--- src/hdl/dtts_pkg.sv ---
`timescale 1ns / 1ps

package dtts_pkg;

	typedef enum logic [2:0] {
		OP_DIGIT,
		OP_SKIP,
		OP_HOUR,
		OP_MIN,
		OP_SEC,
		OP_BAD
	} op_kind_t;

	typedef struct packed {
		op_kind_t    kind;
		logic [3:0]  digit;
		logic        last;
	} op_t;

	localparam int QUEUE_DEPTH = 4;

	localparam int SCALE_W = 12;
	localparam logic [SCALE_W-1:0] SCALE_HOUR = 12'd3600;
	localparam logic [SCALE_W-1:0] SCALE_MIN  = 12'd60;
	localparam logic [SCALE_W-1:0] SCALE_SEC  = 12'd1;

	localparam int TOTAL_W = 64;

endpackage

--- src/hdl/dtts_front.sv ---
`timescale 1ns / 1ps

module dtts_front (
	input  logic              in_valid,
	output logic              in_ready,
	input  logic [7:0]        ch,
	input  logic              last,
	output logic              push,
	output dtts_pkg::op_t     push_op,
	input  logic              queue_ready
);
	import dtts_pkg::*;

	localparam logic [7:0] CHAR_ZERO  = 8'h30;
	localparam logic [7:0] CHAR_NINE  = 8'h39;
	localparam logic [7:0] CHAR_SPACE = 8'h20;
	localparam logic [7:0] CHAR_TAB   = 8'h09;
	localparam logic [7:0] CHAR_UH    = 8'h48;
	localparam logic [7:0] CHAR_LH    = 8'h68;
	localparam logic [7:0] CHAR_UM    = 8'h4d;
	localparam logic [7:0] CHAR_LM    = 8'h6d;
	localparam logic [7:0] CHAR_US    = 8'h53;
	localparam logic [7:0] CHAR_LS    = 8'h73;

	op_kind_t kind;

	always_comb begin
		if (ch inside {[CHAR_ZERO:CHAR_NINE]}) begin
			kind = OP_DIGIT;
		end else if (ch inside {CHAR_SPACE, CHAR_TAB}) begin
			kind = OP_SKIP;
		end else if (ch inside {CHAR_UH, CHAR_LH}) begin
			kind = OP_HOUR;
		end else if (ch inside {CHAR_UM, CHAR_LM}) begin
			kind = OP_MIN;
		end else if (ch inside {CHAR_US, CHAR_LS}) begin
			kind = OP_SEC;
		end else begin
			kind = OP_BAD;
		end
	end

	// blanks in mid string need no slot in the queue
	assign in_ready      = queue_ready;
	assign push          = in_valid && queue_ready && !(kind == OP_SKIP && !last);
	assign push_op.kind  = kind;
	assign push_op.digit = ch[3:0];
	assign push_op.last  = last;

endmodule

--- src/hdl/dtts_queue.sv ---
`timescale 1ns / 1ps

module dtts_queue (
	input  logic              clk,
	input  logic              arst_n,
	input  logic              push,
	input  dtts_pkg::op_t     push_op,
	output logic              push_ready,
	input  logic              pop,
	output dtts_pkg::op_t     pop_op,
	output logic              pop_valid
);
	import dtts_pkg::*;

	localparam int PTR_W = (QUEUE_DEPTH > 1) ? $clog2(QUEUE_DEPTH) : 1;
	localparam int CNT_W = $clog2(QUEUE_DEPTH + 1);
	localparam logic [PTR_W-1:0] PTR_LAST = PTR_W'(QUEUE_DEPTH - 1);
	localparam logic [CNT_W-1:0] CNT_FULL = CNT_W'(QUEUE_DEPTH);

	op_t              slot_q [QUEUE_DEPTH];
	logic [PTR_W-1:0] wr_ptr_q;
	logic [PTR_W-1:0] rd_ptr_q;
	logic [CNT_W-1:0] count_q;

	assign push_ready = count_q != CNT_FULL;
	assign pop_valid  = count_q != '0;
	assign pop_op     = slot_q[rd_ptr_q];

	always_ff @(posedge clk) begin
		if (push) begin
			slot_q[wr_ptr_q] <= push_op;
		end
	end

	always_ff @(posedge clk or negedge arst_n) begin
		if (!arst_n) begin
			wr_ptr_q <= '0;
			rd_ptr_q <= '0;
			count_q  <= '0;
		end else begin
			if (push) begin
				wr_ptr_q <= (wr_ptr_q == PTR_LAST) ? '0 : wr_ptr_q + 1'b1;
			end
			if (pop) begin
				rd_ptr_q <= (rd_ptr_q == PTR_LAST) ? '0 : rd_ptr_q + 1'b1;
			end
			if (push && !pop) begin
				count_q <= count_q + 1'b1;
			end else if (pop && !push) begin
				count_q <= count_q - 1'b1;
			end
		end
	end

endmodule

--- src/hdl/dtts_back.sv ---
`timescale 1ns / 1ps

module dtts_back #(
	parameter int NUMBER_BITS = 32
) (
	input  logic                          clk,
	input  logic                          arst_n,
	input  logic                          op_valid,
	input  dtts_pkg::op_t                 op,
	output logic                          pop,
	output logic                          out_valid,
	input  logic                          out_ready,
	output logic [dtts_pkg::TOTAL_W-1:0]  total_seconds,
	output logic                          bad_text
);
	import dtts_pkg::*;

	localparam int WIDE_W = NUMBER_BITS + 4;
	localparam int PROD_W = NUMBER_BITS + SCALE_W;

	logic [TOTAL_W-1:0]     sum_q;
	logic [NUMBER_BITS-1:0] pending_q;
	logic                   seen_q;
	logic                   failed_q;
	logic                   out_valid_q;
	logic [TOTAL_W-1:0]     total_q;
	logic                   bad_q;

	logic                   is_unit;
	logic [SCALE_W-1:0]     scale;
	logic [PROD_W-1:0]      prod;
	logic [WIDE_W-1:0]      wide_next;
	logic [NUMBER_BITS-1:0] pending_sat;
	logic [NUMBER_BITS-1:0] pending_n;
	logic                   seen_n;
	logic                   failed_n;
	logic [TOTAL_W-1:0]     add_term;
	logic [TOTAL_W-1:0]     sum_plus;
	logic [TOTAL_W-1:0]     sum_n;

	assign pop = op_valid && (!op.last || !out_valid_q || out_ready);

	always_comb begin
		case (op.kind)
			OP_HOUR: scale = SCALE_HOUR;
			OP_MIN:  scale = SCALE_MIN;
			default: scale = SCALE_SEC;
		endcase
	end

	assign is_unit   = op.kind inside {OP_HOUR, OP_MIN, OP_SEC};
	assign prod      = PROD_W'(pending_q) * PROD_W'(scale);
	assign wide_next = WIDE_W'({pending_q, 3'b000}) + WIDE_W'({pending_q, 1'b0})
		+ WIDE_W'(op.digit);
	assign pending_sat = (wide_next[WIDE_W-1:NUMBER_BITS] != '0) ? '1
		: wide_next[NUMBER_BITS-1:0];

	always_comb begin
		pending_n = pending_q;
		seen_n    = seen_q;
		failed_n  = failed_q;
		add_term  = '0;
		if (!failed_q) begin
			case (op.kind)
				OP_DIGIT: begin
					pending_n = pending_sat;
					seen_n    = 1'b1;
				end
				OP_SKIP: begin
				end
				OP_HOUR, OP_MIN, OP_SEC: begin
					if (seen_q) begin
						pending_n = '0;
						seen_n    = 1'b0;
						add_term  = TOTAL_W'(prod);
					end else begin
						failed_n = 1'b1;
					end
				end
				default: begin
					failed_n = 1'b1;
				end
			endcase
			// an open number at the end counts as seconds
			if (op.last && !is_unit && seen_n) begin
				add_term = TOTAL_W'(pending_n);
			end
		end
	end

	assign sum_plus = sum_q + add_term;
	assign sum_n    = (is_unit && !failed_q && seen_q) ? sum_plus : sum_q;

	always_ff @(posedge clk or negedge arst_n) begin
		if (!arst_n) begin
			sum_q       <= '0;
			pending_q   <= '0;
			seen_q      <= 1'b0;
			failed_q    <= 1'b0;
			out_valid_q <= 1'b0;
		end else begin
			if (out_valid_q && out_ready) begin
				out_valid_q <= 1'b0;
			end
			if (pop) begin
				if (op.last) begin
					sum_q       <= '0;
					pending_q   <= '0;
					seen_q      <= 1'b0;
					failed_q    <= 1'b0;
					out_valid_q <= 1'b1;
				end else begin
					sum_q     <= sum_n;
					pending_q <= pending_n;
					seen_q    <= seen_n;
					failed_q  <= failed_n;
				end
			end
		end
	end

	always_ff @(posedge clk) begin
		if (pop && op.last) begin
			total_q <= failed_n ? '0 : sum_plus;
			bad_q   <= failed_n;
		end
	end

	assign out_valid     = out_valid_q;
	assign total_seconds = total_q;
	assign bad_text      = bad_q;

endmodule

--- src/hdl/duration_text_to_seconds.sv ---
`timescale 1ns / 1ps
// the last character of a request goes through the queue to the back end, which registers the result
// throughput: one character per cycle while the queue has room; a last character waits while a result is stalled
// a four-entry queue lets the front keep taking characters while a result is stalled
// reset: arst_n clears the queue, the parse state and the result valid at once

module duration_text_to_seconds #(
	parameter int NUMBER_BITS = 32
) (
	input  logic                          clk,
	input  logic                          arst_n,
	input  logic                          in_valid,
	output logic                          in_ready,
	input  logic [7:0]                    ch,
	input  logic                          last,
	output logic                          out_valid,
	input  logic                          out_ready,
	output logic [dtts_pkg::TOTAL_W-1:0]  total_seconds,
	output logic                          bad_text
);
	import dtts_pkg::*;

	logic push;
	op_t  push_op;
	logic queue_ready;
	logic pop;
	op_t  pop_op;
	logic pop_valid;

	dtts_front u_front (
		.in_valid    (in_valid),
		.in_ready    (in_ready),
		.ch          (ch),
		.last        (last),
		.push        (push),
		.push_op     (push_op),
		.queue_ready (queue_ready)
	);

	dtts_queue u_queue (
		.clk        (clk),
		.arst_n     (arst_n),
		.push       (push),
		.push_op    (push_op),
		.push_ready (queue_ready),
		.pop        (pop),
		.pop_op     (pop_op),
		.pop_valid  (pop_valid)
	);

	dtts_back #(
		.NUMBER_BITS (NUMBER_BITS)
	) u_back (
		.clk           (clk),
		.arst_n        (arst_n),
		.op_valid      (pop_valid),
		.op            (pop_op),
		.pop           (pop),
		.out_valid     (out_valid),
		.out_ready     (out_ready),
		.total_seconds (total_seconds),
		.bad_text      (bad_text)
	);

endmodule

--- config.mk ---
export PLATFORM = sky130hd
export DESIGN_NAME = duration_text_to_seconds
export DESIGN_NICKNAME = d
export VERILOG_FILES = /design/src/hdl/dtts_pkg.sv /design/src/hdl/dtts_front.sv /design/src/hdl/dtts_queue.sv /design/src/hdl/dtts_back.sv /design/src/hdl/duration_text_to_seconds.sv
export SDC_FILE = /design/constraint.sdc
export NUM_CORES = 1
export LEC_CHECK = 0
export BUFFER_PORTS_ARGS = -buffer_cell sky130_fd_sc_hd__buf_2
export CORE_MARGIN = 2
export CORE_UTILIZATION = 50
export CTS_CLUSTER_SIZE = 28
export DETAILED_ROUTE_END_ITERATION = 7
export GPL_TIMING_DRIVEN = 0
export HOLD_SLACK_MARGIN = 0.05
export PLACE_DENSITY = 0.67
export SYNTH_ARGS = -nofsm -noshare
export SYNTH_HDL_FRONTEND = slang
export SYNTH_HIERARCHICAL = 1
export SYNTH_SLANG_ARGS = --single-unit
--- constraint.sdc ---
create_clock -name clk -period 17.2 [get_ports clk]
set_input_delay 0.86 -clock clk [delete_from_list [all_inputs] [get_ports clk]]
set_output_delay 0.86 -clock clk [all_outputs]
set_load 0.01 [all_outputs]
Yosys cells after proc, flatten, opt, wreduce, memory -nomap -nowiden --
Memories as Yosys holds them, arrays and structs flattened. Cells that the tools add are included.
Operators by class: add/sub/neg operators 7, multiply operators 1, magnitude comparators 2, equal/unequal tests 17, multiplexer cells 34, reduce and logical (&&, ||, !) cells 37
Operators with widths (number):
- 64-bit 2-to-1 mux | 5
- 32-bit 2-to-1 mux | 4
- 64-bit adder | 1
- 32-bit one-hot mux with 2 select lines | 1
- 8-bit by 7-bit equality test with 1-bit output (second input constant) | 6
- 32-bit by 12-bit multiplier with 44-bit output | 1
- 44-bit 2-to-1 mux | 1
- 35-bit by 33-bit adder with 36-bit output | 1
- 36-bit by 4-bit adder with 36-bit output | 1
- 12-bit one-hot mux with 2 select lines | 1
- 3-bit 2-to-1 mux | 6
- 1-bit logical AND | 13
- 1-bit 2-to-1 mux | 12
- 2-bit nonzero test | 6
- 8-bit by 4-bit equality test with 1-bit output (second input constant) | 1
- 8-bit by 6-bit equality test with 1-bit output (second input constant) | 1
- 8-bit by 6-bit greater-or-equal comparator with 1-bit output (second input constant) | 1
- 8-bit by 6-bit <= comparator with 1-bit output (second input constant) | 1
- 1-bit logical NOT | 8
- 3-bit by 1-bit equality test with 1-bit output (second input constant) | 2
- 3-bit by 2-bit equality test with 1-bit output (second input constant) | 2
- 3-bit nonzero test | 2
- 2-bit by 1-bit adder with 2-bit output (second input constant) | 2
- 2-bit equality test (second input constant) | 2
- other kinds (13) | 17
Word-level totals: flip-flop bits (word level) 171, memory bits (writable) 32, output and inout port bits 67, word-level logic and storage cells 109, memories kept 1
Memory list:
- u_queue.slot_q | words 4, bits a word 8, rd ports 1, clocked after memory_dff 0, write ports 1, RTL line dtts_queue.sv:20 | op_t slot_q [QUEUE_DEPTH];

Logic depth before layout (Yosys ltp) --
Gate-level depths: netlist (run 1).
depth after elaboration 15, gate-level depth with buffers 43

Cells and area by module --
Netlist (run 1), hierarchy kept.
Modules (own cells, without submodules):
- dtts_back | times used 1, cells each 2406, area each 20744.9 um^2, seq. area each 4429.2 um^2
- dtts_queue | times used 1, cells each 80, area each 1570.3 um^2, seq. area each 1136.1 um^2
- dtts_front | times used 1, cells each 24, area each 168.9 um^2, seq. area each 0.0 um^2

Worst setup path after synthesis (run 1) --
No wires, ideal clock.
kind reg2reg, start point register u_queue.rd_ptr_q[0], end point register u_back.total_q[51] (netlist: u_back/total_seconds[51]), data pin, setup time 0.266 ns, data arrival time 8.946 ns, required time 16.934 ns, setup slack 7.988 ns, stages on the path, launching flop included 40, path buffers 6, period minus slack after synthesis 9.212 ns, path through dfrtp_1 -> buf_6 -> mux4_2 -> nor2b_1 -> clkbuf_1 -> clkbuf_1 -> clkbuf_1 -> nand3_1 -> fa_1 -> inv_1 -> ha_1 -> fa_1 -> fa_1 -> inv_1 -> fa_1 -> inv_1 -> ha_1 -> a21o_1 -> [... 4 more ...] -> xnor2_1 -> a21oi_1 -> or3_1 -> clkbuf_1 -> o21ai_0 -> ha_1 -> and3_1 -> and2_1 -> nand2_1 -> nor4_1 -> nor2_1 -> or4_1 -> a41oi_2 -> and2_1 -> buf_4 -> nand2_1 -> xor2_1 -> nor2_1
RTL lines:
- start: declaration | RTL line dtts_queue.sv:22 | logic [PTR_W-1:0] rd_ptr_q;
- start signal: assignment | RTL line dtts_queue.sv:45 | rd_ptr_q <= (rd_ptr_q == PTR_LAST) ? '0 : rd_ptr_q + 1'b1;
- end signal: assignment | RTL line dtts_back.sv:124 | total_q <= failed_n ? '0 : sum_plus;
- end: declaration | RTL line dtts_back.sv:26 | logic [TOTAL_W-1:0] total_q;

==> impl_metrics.yaml, run 1 <==
sta:
  setup_tns_ns: 0
  hold_viol_final: 0
  setup_ws_ns: 5.10
  drv_slew: 0
  worst-slew-pin-transition_ns: 1.32
  period_share: 0.703
  rsz0062_at_grt: "false"
  timing.hold.ws_ns: 0.246
  finalSetupViolations: 0
  fmax_mhz: 82.6
  maxSlewHeadroom: 0.117
  fin_worst_skew_ns: 0.0189
  layout_min_cycle_time_ns: 12.10
power_and_ir_drop:
  switching_share: 0.433
  power-per-cell-area_nw_per_um2: 85.0
  p_sw_uw: 900
  p_comb_frac: 0.428
  p_seq_frac: 0.332
  p_int_uw: 1180
  pwr-share-clk: 0.241
  peakVddDrop_mv: 0.242
  power_leakage_uw: 0.0124
clocking:
  insertion_delay_ns: 0.53
  cts.sinks: 203
  htreeDepth: 1
  post_cts_buffers: 0
  clockBufferDepth: 3
  cts-resized-gates: 0
  cts_root_buffer: "clkbuf_16"
  numCtsBuffers: 21
  cts_tree: "done"
  cts.clk_slew.worst_paths_ns: 0.07
  cts_hold_buffers: 0
setup_path:
  cp_slowest_cell: "mux4_2"
  startpoint_type: "flop"
  slowest_delay_ns: 0.61
  worst_ep_arrival_time_ns: 12.37
  crit_type: "reg -> reg"
  critPathMaxFanout: 10
  crit_required_ns: 17.47
  cp-end-kind: "flop"
routing:
  vias_per_cell: 5.79
  routed_wirelength_um: 63200
  drtIter0Drc: 1445
  ant_nets: 0
  wire_per_inst_um: 19.6
  dr.pass1.iters: 5
  drc: 0
  num_vias: 18700
layout:
  layout.core_utilization: 0.552
  post-route-cell-area_um2: 24500
  antenna_cells: 0
  drive_above_1_share: 0.0720
  final_common_cell: "ha_1"
  layout_common_cells: "ha_1, inv_1, nand2_1"
  layout.nets: 3074
  area_growth_pct: 8.76
global_route:
  antenna_found_initial: 0
  grt_pass1_vias: 18900
  grt_start_max_net_pins: 66
  grt_pass1_wl_um: 102000
  grt_use_total: 0.273
  overflow: 0
synthesis:
  synth_seq_cells: 203
  syn_area_um2: 22500
  synthCells: 2510
  syn_avg_cell_area_um2: 8.96
  yosys_most_used_dff: "dfrtp_1"
  synth_cell_type_count: 87
  yosys_warnings: 6
  ys_seq_area_frac: 0.248
  synth_edf_count: 97
  synth_async_sr_flop_share: 0.522
floorplan:
  start_util: 0.507
  dieArea_um2: 46700
  die_w_um: 216
  core_um2: 44300
  fp-row-count: 77
  die_h_um: 216
  pin_count: 80
place:
  numPortBuffers: 79
  pre_cts_ws_ns: 5.17
  place.detailed.hpwl_um: 51300
  postPlaceCellArea_um2: 23700
  gp_congestion: 0.966
outcome:
  outcome: "finished, final reports clean"
run:
  maxCapViolations: 0
min_path:
  hold_class: "in -> async"
metal layers:
layer  vias up  track usage  routed length (um)
met1      9051        0.379               28200
li1       8919            -                   -
met2       635        0.454               29700
met3        95       0.0272                3730
met4         0       0.0774                1600
met5         -            0                   0
registers in the layout, indices dropped and copies added (netlist names):
name / count
u_back/out_valid: 1
u_back/sum_q: 64
u_back/seen_q: 1
u_back/total_seconds: 64
u_back/failed_q: 1
u_back/pending_q: 32
u_queue/count_q: 3
u_queue/rd_ptr_q: 2
u_queue/wr_ptr_q: 2
u_queue/slot_q: 32
u_back/bad_text: 1
cells by family (layout without fill, tap and decap cells):
group	Yosys count	count (layout)	share of synthesized area
AOI/OAI and AO/OA	648	648	0.180
xor gates and xnor gates	153	153	0.0596
adders and majority gates	439	439	0.294
buffers and inverters	372	491	0.0639
DFF	203	203	0.248
muxes	13	13	0.0104
other	1	11	0.000167
and+or+nand+nor	681	681	0.144
worst max-delay path: cells and delay by family, from the launching register on:
kind / cells / cell delay (ns)
fa+ha+maj: 7 / 3.18
simple gates: 12 / 3.00
buf+inv: 9 / 2.24
compound gates: 8 / 1.99
mux: 1 / 0.61
xor+xnor: 2 / 0.41
flops: 1 / 0.36
power by group through the flow:
stage | registers [uW] | logic, uW | clock network, uW
floorplan | 742 | 468 | 0
global placement | 703 | 857 | 0
detailed placement | 698 | 877 | 0
CTS | 692 | 881 | 508
global route | 702 | 956 | 527
finish | 690 | 889 | 500
area by class of cell:
class                      count  area [um2]
tap                          592         741
multi-input combinational   1945       15500
inverter                     249         935
clock buffer                  23         543
sequential                   203        5570
timing repair buffer          81         449
buffer                       123         502
clock inverter                15         199
fill                        4030       19900
metrics by stage:
| stage | total power [uW] | instances |
|---|---|---|
| floorplan | 1210 | 2520 |
| global placement | 1560 | 3191 |
| detailed placement | 1570 | 3193 |
| CTS | 2080 | 3231 |
| global route | 2180 | 3231 |
| finish | 2080 | 3231 |
Yosys cell counts, types with 7 or more instances:
master    number  share of area
and2_1        48          0.013
o31ai_1       19         0.0063
a22oi_1        9         0.0030
nand4_1       17         0.0047
xor2_1        79          0.031
a31o_2        17         0.0066
edfxtp_1      97           0.13
a211oi_1      27         0.0090
nor2b_1       30         0.0083
or3_1         13         0.0036
clkbuf_1     104          0.017
and3_1        58          0.016
nand2_1      222          0.037
mux4_2         8         0.0080
a21o_1        79          0.026
ha_1         287           0.16
buf_4          7         0.0023
a21oi_1      181          0.040
o21ai_0      192          0.043
or2_2         10         0.0028
fa_1         150           0.13
nand2b_1      19         0.0053
o21a_1        14         0.0047
inv_1        248          0.041
xnor2_1       74          0.029
nand3_1       31         0.0069
nor3_1        24         0.0053
nor2_1       183          0.031
o21bai_1      11         0.0037
dfrtp_1      106           0.12
a31oi_1       20         0.0056
worst paths after layout:
kind                                          start                       end  slack [ns]  depth (start not counted)
worst max-delay path            u_queue/rd_ptr_q[0]  u_back/total_seconds[61]        5.10                         39
worst min-delay path                         arst_n          u_back/sum_q[52]        0.25                          1
worst max register to register  u_queue/rd_ptr_q[0]  u_back/total_seconds[61]        5.10                         39
worst min register to register     u_back/sum_q[28]          u_back/sum_q[28]        0.49                          2
max in group asynchronous                    arst_n          u_back/sum_q[38]       16.23                          2
min in group clk                   u_back/sum_q[28]          u_back/sum_q[28]        0.49                          2
(Power assumes the default switching activity.)
==> run 2: changes to the inputs <==
==> constraint.sdc (replaced) <==
create_clock -name clk -period 11.4 [get_ports clk]
set_input_delay 0.57 -clock clk [delete_from_list [all_inputs] [get_ports clk]]
set_output_delay 0.57 -clock clk [all_outputs]
set_load 0.01 [all_outputs]
==> run 2 against run 1 <==
  * Worst setup slack worse by 4.6 ns
  * Total power is 51% higher
  * Clock power is 51% higher
  * Critical path type unchanged
  * Largest cell class unchanged
  * Largest power group unchanged
  * Highest routed layer unchanged
==> impl_metrics.yaml, run 2 (synthesis results as in run 1) <==
sta:
  timing.hold.ws_ns: 0.371
  fmax_mhz: 91.5
  fin_worst_skew_ns: 0.0177
  setup_tns_ns: 0
  maxSlewHeadroom: 0.126
  layout_min_cycle_time_ns: 10.93
  worst-slew-pin-transition_ns: 1.30
  finalSetupViolations: 0
  rsz0062_at_grt: "false"
  period_share: 0.959
  hold_viol_final: 0
  drv_slew: 0
layout:
  drive_above_1_share: 0.0796
  antenna_cells: 0
  layout_common_cells: "ha_1, inv_1, nand2_1"
  final_common_cell: "ha_1"
  finalNonFillerCells: 3231
  layout.nets: 3074
  area_growth_pct: 9.08
setup_path:
  startpoint_type: "flop"
  slowest_delay_ns: 0.61
  critPathMaxFanout: 10
  path_buf_inv: 7
  cp-end-kind: "flop"
  crit_required_ns: 11.76
  cp_slowest_cell: "mux4_2"
  critical-path-top-delay-family: "compound AO/OA/AOI/OAI gates"
  worst_ep_arrival_time_ns: 11.29
  crit_type: "reg -> reg"
run:
  maxCapViolations: 0
routing:
  ant_nets: 0
  num_vias: 18600
  dr.pass1.iters: 6
  routed_wirelength_um: 63300
  drc: 0
  wire_per_inst_um: 19.6
  drtIter0Drc: 1394
  vias_per_cell: 5.76
floorplan:
  pin_count: 80
  core_um2: 44300
  die_h_um: 216
  fp-row-count: 77
  start_util: 0.507
  die_w_um: 216
  dieArea_um2: 46700
global_route:
  grt_start_max_net_pins: 66
  grt_pass1_vias: 18900
  overflow: 0
  grt_pass1_wl_um: 102000
  grt_use_total: 0.273
  antenna_found_initial: 0
power_and_ir_drop:
  peakVddDrop_mv: 0.365
  power-per-cell-area_nw_per_um2: 128
  power_uw: 3150
  power_leakage_uw: 0.0124
place:
  place.detailed.hpwl_um: 51300
  gp_congestion: 0.966
  numPortBuffers: 79
  place_inst: 3193
clocking:
  numCtsBuffers: 21
  post_cts_buffers: 0
  cts_root_buffer: "clkbuf_16"
  cts_tree: "done"
  htreeDepth: 1
  clockBufferDepth: 3
  cts.sinks: 203
  insertion_delay_ns: 0.53
  cts.clk_slew.worst_paths_ns: 0.06
min_path:
  hold_class: "in -> reg"
outcome:
  outcome: "finished, final reports clean"
[run 2: cell types whose count changed in the layout (fill, tap and decap cells not counted), sizes merged]
cell,previous run,this run
clkbuf,128,126
buf,99,100
dlygate4sd3,0,1
[run 2: routing by layer]
metal  vias to the layer above  global-route usage  share of wire
li1                       8911                   -              -
met1                      9019               0.380           0.45
met2                       597               0.455           0.47
met3                        84              0.0272          0.055
met4                         0              0.0744          0.024
met5                         -                   0              0
[run 2: stage by stage]
stage / area (um2) / setup WS [ns] / utilization
detailed placement: 23700 / -0.625 / 0.535
floorplan: 22500 / 2.19 / -
finish: 24500 / 0.467 / 0.553
global route: 24500 / 0.0302 / 0.553
CTS: 24500 / 0.0302 / 0.553
global placement: 23700 / -0.477 / 0.534
[run 2: worst paths after layout]
path	start	end	slack [ns]	depth (start not counted)
max in group asynchronous	arst_n	u_back/sum_q[39]	10.15	3
worst max register to register	u_queue/rd_ptr_q[0]	u_back/total_seconds[48]	0.47	39
worst min register to register	u_back/sum_q[21]	u_back/sum_q[21]	0.49	2
min in group asynchronous	arst_n	u_back/sum_q[52]	0.53	2
worst min-delay path	last	u_queue/slot_q[2][0]	0.37	2
worst max-delay path	u_queue/rd_ptr_q[0]	u_back/total_seconds[48]	0.47	39
[run 2: area by class of cell]
cell class,instances,area (um2)
Clock buffer,23,543
Tap cell,592,741
Buffer,122,510
Multi-Input combinational cell,1945,15600
Sequential cell,203,5570
Inverter,249,935
Fill cell,4015,19800
Timing Repair Buffer,82,459
Clock inverter,15,199
[run 2: power by group]
part / internal, uW / leakage (uW) / switching [uW]
Clock: 440 / 0.000351 / 315
Combinational: 367 / 0.00969 / 983
Sequential: 979 / 0.00239 / 61.8
[run 2: what timing repair did]
action | in CTS | in global routing
endpoints found under the hold margin | 41 | 0
gates resized for setup | 11 | 19
hold buffers | 1 | 0
setup endpoints to repair | 44 | 52
==> run 3: changes to the inputs <==
--- a/config.mk
+++ b/config.mk
@@ -6,13 +6,15 @@
 export NUM_CORES = 1
 export LEC_CHECK = 0
 export BUFFER_PORTS_ARGS = -buffer_cell sky130_fd_sc_hd__buf_2
+export CELL_PAD_IN_SITES_DETAIL_PLACEMENT = 1
+export CELL_PAD_IN_SITES_GLOBAL_PLACEMENT = 1
 export CORE_MARGIN = 2
 export CORE_UTILIZATION = 50
 export CTS_CLUSTER_SIZE = 28
 export DETAILED_ROUTE_END_ITERATION = 7
 export GPL_TIMING_DRIVEN = 0
 export HOLD_SLACK_MARGIN = 0.05
-export PLACE_DENSITY = 0.67
+export PLACE_DENSITY = 0.92
 export SYNTH_ARGS = -nofsm -noshare
 export SYNTH_HDL_FRONTEND = slang
 export SYNTH_HIERARCHICAL = 1
==> run 3 against run 2 <==
  * Design area decreased by 0.32%
  * Largest power group unchanged
  * Worst hold slack improved by 0.013 ns
  * Clock skew increased by 0.0043 ns
  * Largest cell class unchanged
  * Highest routed layer unchanged
==> impl_metrics.yaml, run 3 (synthesis results as in run 1) <==
outcome:
  outcome: "finished, final reports clean"
clocking:
  cts_tree: "done"
  cts.clk_slew.worst_paths_ns: 0.07
  clockBufferDepth: 3
  insertion_delay_ns: 0.54
  htreeDepth: 1
  cts.sinks: 203
  cts_root_buffer: "clkbuf_16"
  numCtsBuffers: 21
  post_cts_buffers: 0
layout:
  area_growth_pct: 8.74
  final_common_cell: "ha_1"
  fillCellCount: 5233
  layout.nets: 3073
  layout_common_cells: "ha_1, inv_1, nand2_1"
  drive_above_1_share: 0.0796
  ff_latch_area_um2: 5570
  multi_input_area_um2: 15600
setup_path:
  crit_required_ns: 11.66
  cp_slowest_cell: "mux4_2"
  worst_ep_arrival_time_ns: 11.41
  critPathMaxFanout: 10
  path_buf_inv: 6
  critical-path-top-delay-family: "adder cells"
  crit_top_cell: "fa_1"
  slowest_delay_ns: 0.64
  crit_type: "reg -> reg"
  cp-end-kind: "flop"
  startpoint_type: "flop"
sta:
  period_share: 0.978
  setup_tns_ns: 0
  hold_viol_final: 0
  maxSlewHeadroom: 0.176
  fmax_mhz: 89.7
  layout_min_cycle_time_ns: 11.15
  drv_slew: 0
  worst-slew-pin-transition_ns: 1.23
  setup_ws_ns: 0.250
  finalSetupViolations: 0
  fin_worst_skew_ns: 0.0219
global_route:
  grt_start_max_net_pins: 57
  grt_busiest_layer: "met2"
  grt_pass1_vias: 22700
  grt_pass1_wl_um: 127000
  use_met2: 0.602
  overflow: 0
  met1_usage: 0.415
  grt_use_total: 0.345
  antenna_found_initial: 0
  use_met3: 0.0435
routing:
  wire_per_inst_um: 25.1
  vias_per_cell: 6.41
  ant_nets: 0
  num_vias: 20700
  drtIter0Drc: 1798
  routed_wirelength_um: 81000
  dr.pass1.iters: 6
  drc: 0
power_and_ir_drop:
  power-per-cell-area_nw_per_um2: 131
  power_leakage_uw: 0.0124
  peakVddDrop_mv: 0.307
floorplan:
  dieArea_um2: 46700
  pin_count: 80
  start_util: 0.507
  core_um2: 44300
  die_h_um: 216
  fp-row-count: 77
  die_w_um: 216
place:
  place.detailed.hpwl_um: 62100
  numPortBuffers: 79
  gp_congestion: 0.987
  pre_cts_ws_ns: -0.975
run:
  maxCapViolations: 0
min_path:
  hold_class: "in -> reg"
## run 3: metal layers
layer / part of all wire / wire length, um / vias up
met2: 0.49 / 39600 / 1120
met5: 0 / 0 / -
met4: 0.062 / 5010 / 0
li1: - / - / 8925
met3: 0.071 / 5730 / 378
met1: 0.38 / 30700 / 10300
## run 3: repair_timing
action | 4_1_cts | 5_1_grt
endpoints found under the hold margin | 17 | 0
gates cloned | 0 | 0
hold buffers | 1 | 0
resized for setup | 15 | 25
endpoints found under the setup margin | 66 | 47
## run 3: final timing paths
kind / startpoint / to / slack, ns / depth (start not counted)
max in group asynchronous: arst_n / u_back/pending_q[24] / 10.11 / 3
min in group asynchronous: arst_n / u_queue/count_q[2] / 0.57 / 2
hold / removal: last / u_queue/slot_q[0][0] / 0.38 / 2
setup reg to reg: u_queue/rd_ptr_q[0] / u_back/total_seconds[61] / 0.25 / 37
setup / recovery: u_queue/rd_ptr_q[0] / u_back/total_seconds[61] / 0.25 / 37
hold reg to reg: u_back/sum_q[28] / u_back/sum_q[28] / 0.50 / 2
## run 3: cell type report
class                      count  area share
inverter                     249      0.0382
buffer                       121      0.0212
timing repair buffer          82      0.0188
antenna                        2    0.000205
tap                          592      0.0303
multi-input combinational   1945       0.638
clock buffer                  27      0.0236
sequential                   203       0.228
clock inverter                10     0.00241
## run 3: per-stage QoR
stage	power, uW	hold WS, ns	cells	util	instance area, um2
after floorplan	1830	0.274	2520	-	22500
after global placement	2320	0.468	3191	0.534	23700
after detailed placement	2430	0.482	3193	0.535	23700
after CTS	3140	0.387	3230	0.550	24400
after global routing	3310	0.380	3229	0.552	24400
final	3210	0.383	3231	0.552	24400
## run 3: power by group
| part | leakage, uW | internal, uW | switching (uW) |
|---|---|---|---|
| Combinational | 0.00970 | 380 | 1090 |
| Clock | 0.000316 | 360 | 316 |
| Sequential | 0.00239 | 981 | 82.3 |
| Total | 0.0124 | 1720 | 1490 |
